$ cat config.mk
export PLATFORM = sky130hd
export DESIGN_NAME = svm_front
export DESIGN_NICKNAME = d
export VERILOG_FILES = /design/src/design/svm_pkg.sv /design/src/design/svm_front.sv
export SDC_FILE = /design/constraint.sdc
export NUM_CORES = 1
export LEC_CHECK = 0
export BUFFER_PORTS_ARGS = -buffer_cell sky130_fd_sc_hd__buf_2
export CAP_MARGIN = 10
export CELL_PAD_IN_SITES_DETAIL_PLACEMENT = 1
export CELL_PAD_IN_SITES_GLOBAL_PLACEMENT = 2
export CORE_MARGIN = 2
export CORE_UTILIZATION = 41
export DETAILED_ROUTE_END_ITERATION = 16
export PLACE_DENSITY = 0.81
export SKIP_CTS_REPAIR_TIMING = 1
export SLEW_MARGIN = 15
export SYNTH_ARGS = -nofsm -noshare
export SYNTH_HDL_FRONTEND = slang
export SYNTH_SLANG_ARGS = --single-unit
$ cat constraint.sdc
create_clock -name clock -period 8.3 [get_ports clock]
set_input_delay 1.66 -clock clock [delete_from_list [all_inputs] [get_ports clock]]
set_output_delay 1.66 -clock clock [all_outputs]
set_load 0.1 [all_outputs]
$ cat src/design/svm_pkg.sv
// ----------------------------------------------------------------------------
// svm_pkg: shared types and constants of the sample voice mixer
// Request and result codes, payload structs, engine state type.
// ----------------------------------------------------------------------------
`default_nettype none
package svm_pkg;

   localparam int VOICES_DEF       = 8;
   localparam int SAMPLE_WORDS_DEF = 16384;

   typedef enum logic [1:0] {
      REQ_WRITE = 2'd0,
      REQ_PLAY  = 2'd1,
      REQ_STOP  = 2'd2,
      REQ_MIX   = 2'd3
   } req_code_type;

   typedef enum logic [2:0] {
      KIND_MIX      = 3'd0,
      KIND_STARTED  = 3'd1,
      KIND_NOFREE   = 3'd2,
      KIND_REPEATED = 3'd3,
      KIND_FINISHED = 3'd4,
      KIND_STOPPED  = 3'd5,
      KIND_WRITTEN  = 3'd6
   } kind_type;

   typedef struct packed {
      logic [1:0]         req_type;
      logic [13:0]        store_addr;
      logic signed [15:0] store_value;
      logic [13:0]        sound_start;
      logic [14:0]        sound_length;
      logic               repeat_flag;
      logic [15:0]        volume;
      logic               notify_flag;
      logic [2:0]         voice_index;
   } req_type_type;

   typedef struct packed {
      logic [2:0]         result_kind;
      logic [2:0]         voice_id;
      logic signed [15:0] mixed_sample;
      logic               last_of_run;
   } rsp_type_type;

   typedef enum logic [1:0] {
      ST_IDLE,
      ST_MIX_RD,
      ST_MIX_ACC,
      ST_DONE
   } back_state_type;

endpackage
`default_nettype wire

$ cat src/design/svm_front.sv
// ----------------------------------------------------------------------------
// svm_front: request intake
// Accepts request items into a short queue that feeds the voice engine.
// ----------------------------------------------------------------------------
`default_nettype none
module svm_front (
   input  wire logic                  clock,
   input  wire logic                  reset,
   input  wire logic                  in_valid,
   output      logic                  in_ready,
   input  wire svm_pkg::req_type_type in_item,
   output      logic                  q_valid,
   input  wire logic                  q_take,
   output      svm_pkg::req_type_type q_item
);
   import svm_pkg::*;

   req_type_type slot_ff [2];
   logic         wr_ptr_ff, wr_ptr_in, rd_ptr_ff, rd_ptr_in;
   logic [1:0]   count_ff, count_in;
   logic         push, pop;

   assign in_ready = (count_ff != 2'd2);
   assign q_valid  = (count_ff != 2'd0);
   assign q_item   = slot_ff[rd_ptr_ff];
   assign push     = in_valid && in_ready;
   assign pop      = q_take && q_valid;

   always_comb begin
      wr_ptr_in = wr_ptr_ff ^ push;
      rd_ptr_in = rd_ptr_ff ^ pop;
      count_in  = count_ff + {1'b0, push} - {1'b0, pop};
   end

   always_ff @(posedge clock) begin
      if (reset) begin
         wr_ptr_ff <= 1'b0;
         rd_ptr_ff <= 1'b0;
         count_ff  <= 2'd0;
      end else begin
         wr_ptr_ff <= wr_ptr_in;
         rd_ptr_ff <= rd_ptr_in;
         count_ff  <= count_in;
      end
   end

   always_ff @(posedge clock) begin
      if (push) begin
         slot_ff[wr_ptr_ff] <= in_item;
      end
   end
endmodule
`default_nettype wire

# Word-level counts from Yosys, hierarchy flattened
# Memories as Yosys holds them, arrays and structs flattened. A register that Yosys moved wholly into a read port is not among the register bits.
# Index checks and enable logic that the tools add are counted.
[classes]
addsub = 2
n_eq_ne = 1
muxes = 3
n_bitwise = 2
n_reduce_logical = 3
[ops]
columns = ["operator", "count"]
rows = [
  ["$mux 1", 3],
  ["$add 2x1->2", 1],
  ["$logic_and 1x1->1", 2],
  ["$ne 2x2->1 const B", 1],
  ["$reduce_bool 2->1", 1],
  ["$sub 2x1->2", 1],
  ["$xor 1x1->1", 2],
]
[word_totals]
reg_bits = 4
ram_bits = 164
inputBits = 86
word_cells = 15
mem_count = 1
[memory_table]
columns = ["name", "depth", "width", "rd", "rd_ports_with_merged_regs", "write_ports", "line", "rtl"]
rows = [
  ["slot_ff", 2, 82, 1, 1, 1, "svm_front.sv:18", "req_type_type slot_ff [2];"],
]

# Logic depth before layout (Yosys ltp)
[logic_depth]
word_depth = 4
depth_mapped = 6

# Worst setup path before layout
# No wires, ideal clock.
[synth_path]
kind = "input -> register"
from = "input in_valid"
to = "memory slot_ff[0][0] (netlist bit) (enable)"
t_arrival_ns = 3.732
required_time_ns = 7.850
setup_slack_ns = 4.118
path_stages = 2
cell_sequence = "and2_1 -> ha_1"
[synth_via]
elab_chain_cells = 3
[synth_lines]
columns = ["element", "line", "rtl"]
rows = [
  ["start: declaration", "svm_front.sv:9", "input wire logic in_valid,"],
  ["$logic_and 1x1->1", "svm_front.sv:26", "assign push = in_valid && in_ready;"],
  ["$mux 1", "svm_front.sv:48", "if (push) begin"],
  ["$mux 1 (implied by the code)", "svm_front.sv:49", "slot_ff[wr_ptr_ff] <= in_item;"],
  ["end: declaration", "svm_front.sv:18", ""],
]
# No other way between the ends.

==> flow_metrics.py <==
metrics = {
    "layout": {
        "fill_cells": 1360,
        "synthToLayoutAreaGrowth_pct": 27.0,
        "multiInputGateArea_um2": 1090,
        "postLayoutCellArea_um2": 7800,
        "final_nets": 552,
        "drive_gt1_share_pct": 60.4,
        "regArea_um2": 5010,
        "diodes": 0,
    },
    "synthesis": {
        "yosys.area.top_type": "edfxtp_1",
        "ys_types": 21,
        "synth_area_um2": 6150,
        "syn_inst": 282,
        "ys_ff_latch": 168,
        "synth.yosys.warnings": 0,
        "avgSynthCellArea_um2": 21.8,
        "synth_top_cell_area_share_pct": 80.1,
        "synth.area.top_cells": "edfxtp_1 (80%), mux2_2 (15%), dfxtp_1 (1.3%)",
        "ys_seq_area_share_pct": 81.4,
        "syn-num-nets": 370,
    },
    "setup_path": {
        "end_kind": "output pin",
        "worstSetupPathType": "register to output pin",
        "cp.required_ns": 6.64,
        "r2r_cells": 4,
        "cp_data_arrival_time_ns": 2.17,
        "max_stage_delay_ns": 0.71,
        "start_kind": "register",
        "cp_cell_sequence": "buf_12 -> mux2_2 -> buf_2",
        "crit_path_max_fanout": 43,
        "cp_slowest_cell": "dfxtp_4",
    },
    "floorplan": {
        "fp.coreArea_um2": 14600,
        "die_h_um": 126,
        "die-area_um2": 16000,
        "io_pins": 170,
        "start_util_pct": 42.1,
        "fp-row-count": 44,
        "die_w_um": 126,
    },
    "detailed_routing": {
        "vias": 3198,
        "drt-vias-per-instance": 4.84,
        "drc": 0,
        "post_drt_wl_per_cell_um": 18.3,
        "firstDrtPassIters": 4,
        "ant_nets": 0,
        "wirelength_um": 12100,
        "drtIter0Drc": 155,
    },
    "timing": {
        "finalHoldViolations": 0,
        "period_needed_ns": 3.83,
        "rsz0062_at_grt": "false",
        "setup_violations": 0,
        "final.period_utilization_pct": 46.2,
        "worstMarginPinSlew_ns": 0.662,
        "slew_violations": 0,
        "maxSlewHeadroom_pct": 55.9,
        "final.setup.tns_ns": 0,
        "skew_ns": 0.00508,
        "max_freq_ghz": 0.261,
    },
    "hold_path": {
        "whs_path_depth": 3,
        "hold_path_class": "register to register",
    },
    "placed_design": {
        "gp_congestion": 0.714,
        "dp_hpwl_um": 7760,
        "post_dp_cell_area_um2": 7200,
        "portBuffers": 169,
    },
    "grt": {
        "grtUsageTotal_pct": 15.8,
        "grt_max_degree": 84,
        "first_global_vias": 3585,
        "antenna_found_initial": 1,
        "grt_pass1_wl_um": 19000,
        "grt.overflow.total": 0,
    },
    "clocking": {
        "root_buffer": "clkbuf_16",
        "cts_num_sinks": 168,
        "path_clk_slew_ns": 0.06,
        "cts_max_level": 4,
        "tritoncts": "built",
        "cts_buffers": 17,
        "clk_path_buf_depth": 2,
        "clock_latency_ns": 0.41,
    },
    "pwr": {
        "peakVddDrop_v": 0.000213,
        "finalPower_mw": 3.08,
        "power.density_nw_per_um2": 395,
        "leakagePower_nw": 2.90,
    },
    "job": {
        "drv_cap": 0,
    },
    "status": {
        "outcome": "complete, no violations",
    },
}
-- critical path: cells and delay by family, from the launching register on --
kind | cells | cell delay, ns
buf+inv | 2 | 0.63
mux | 1 | 0.40
flops | 1 | 0.71
-- kinds of logic (layout without fill, tap and decap cells) --
| logic type | Yosys count | count (layout) | share of synthesized area [%] |
|---|---|---|---|
| AO/OA/AOI/OAI | 5 | 5 | 0.590 |
| XOR/XNOR | 1 | 1 | 0.143 |
| multiplexers | 83 | 83 | 15.2 |
| AND/OR/NAND/NOR | 13 | 13 | 1.14 |
| flip-flops | 168 | 168 | 81.4 |
| adder cells (fa/ha/maj) | 2 | 2 | 0.407 |
| buffers and inverters | 10 | 205 | 1.08 |
-- synthesized netlist by cell type --
cell type  count
buf_4          7
mux2_2        82
edfxtp_1     164
a32oi_1        1
nand3_1        1
or2_2          1
buf_2          2
and2b_2        1
a211oi_1       1
nor2_1         5
nand2b_1       1
mux2_1         1
a21bo_1        1
inv_1          1
and3_1         1
xor2_1         1
and2_1         1
nor2b_1        2
o21ai_0        2
dfxtp_1        4
ha_1           2
-- per-stage QoR --
stage / worst slack [ns] / hold slack, ns / utilization (%) / instances
after floorplan: 4.12 / 0.524 / - / 282
after global placement: 4.71 / 0.582 / 49.3 / 628
after detailed placement: 4.68 / 0.591 / 49.3 / 628
after CTS: 4.24 / 0.607 / 53.4 / 660
after global routing: 4.33 / 0.642 / 53.5 / 661
final: 4.47 / 0.607 / 53.5 / 661
-- report_power, final --
part | internal, mW | total, mW | switching [mW]
registers | 1.05 | 1.10 | 0.0488
logic | 0.218 | 1.20 | 0.980
clock network | 0.470 | 0.781 | 0.311
total | 1.74 | 3.08 | 1.34
-- final timing paths --
path,startpoint,end,slack (ns)
setup / recovery,rd_ptr_ff,q_item[5],4.47
hold / removal,wr_ptr_ff,wr_ptr_ff,0.61
setup reg to reg,count_ff[0],slot_ff[0][10],5.91
hold reg to reg,wr_ptr_ff,wr_ptr_ff,0.61
-- layout by cell type (no fill, tap or decap) --
cell and n:
buf_2 169, edfxtp_1 164, mux2_2 82, clkbuf_16 17
nor2_1 5, clkinvlp_4 5, bufinv_16 3, clkinv_2 3
dfxtp_1 3, nor2b_1 2, o21ai_0 2, clkbuf_1 2
buf_4 2, or2_2 1, nand2b_1 1, inv_1 1
and2_1 1, a211oi_1 1, nand3_1 1, and3_4 1
xor2_1 1, and2b_2 1, a21bo_1 1, a32oi_1 1
mux2_1 1, ha_1 1, ha_4 1, clkinv_4 1
clkinv_1 1, buf_12 1, dfxtp_4 1
-- area by class of cell --
| class | instances | share of cell area (%) |
|---|---|---|
| Inverter | 1 | 0.0481 |
| Clock inverter | 13 | 1.99 |
| Multi-Input combinational cell | 104 | 14.0 |
| Sequential cell | 168 | 64.2 |
| Timing Repair Buffer | 172 | 11.3 |
| Clock buffer | 19 | 5.55 |
| Tap cell | 184 | 2.95 |
-- flip-flops by register name, summed over array words and instances, names as in the netlist --
| register | cells |
|---|---|
| rd_ptr_ff | 1 |
| wr_ptr_ff | 1 |
| count_ff | 2 |
| slot_ff | 164 |
-- layer usage --
metal,vias to the layer above,GRT usage (%),share of wire (%)
li1,1484,-,-
met5,-,0,0.11
met2,111,26.1,51
met3,20,6.16,7.3
met4,2,5.62,1.4
met1,1581,18.8,40
(Power assumes the default switching activity.)
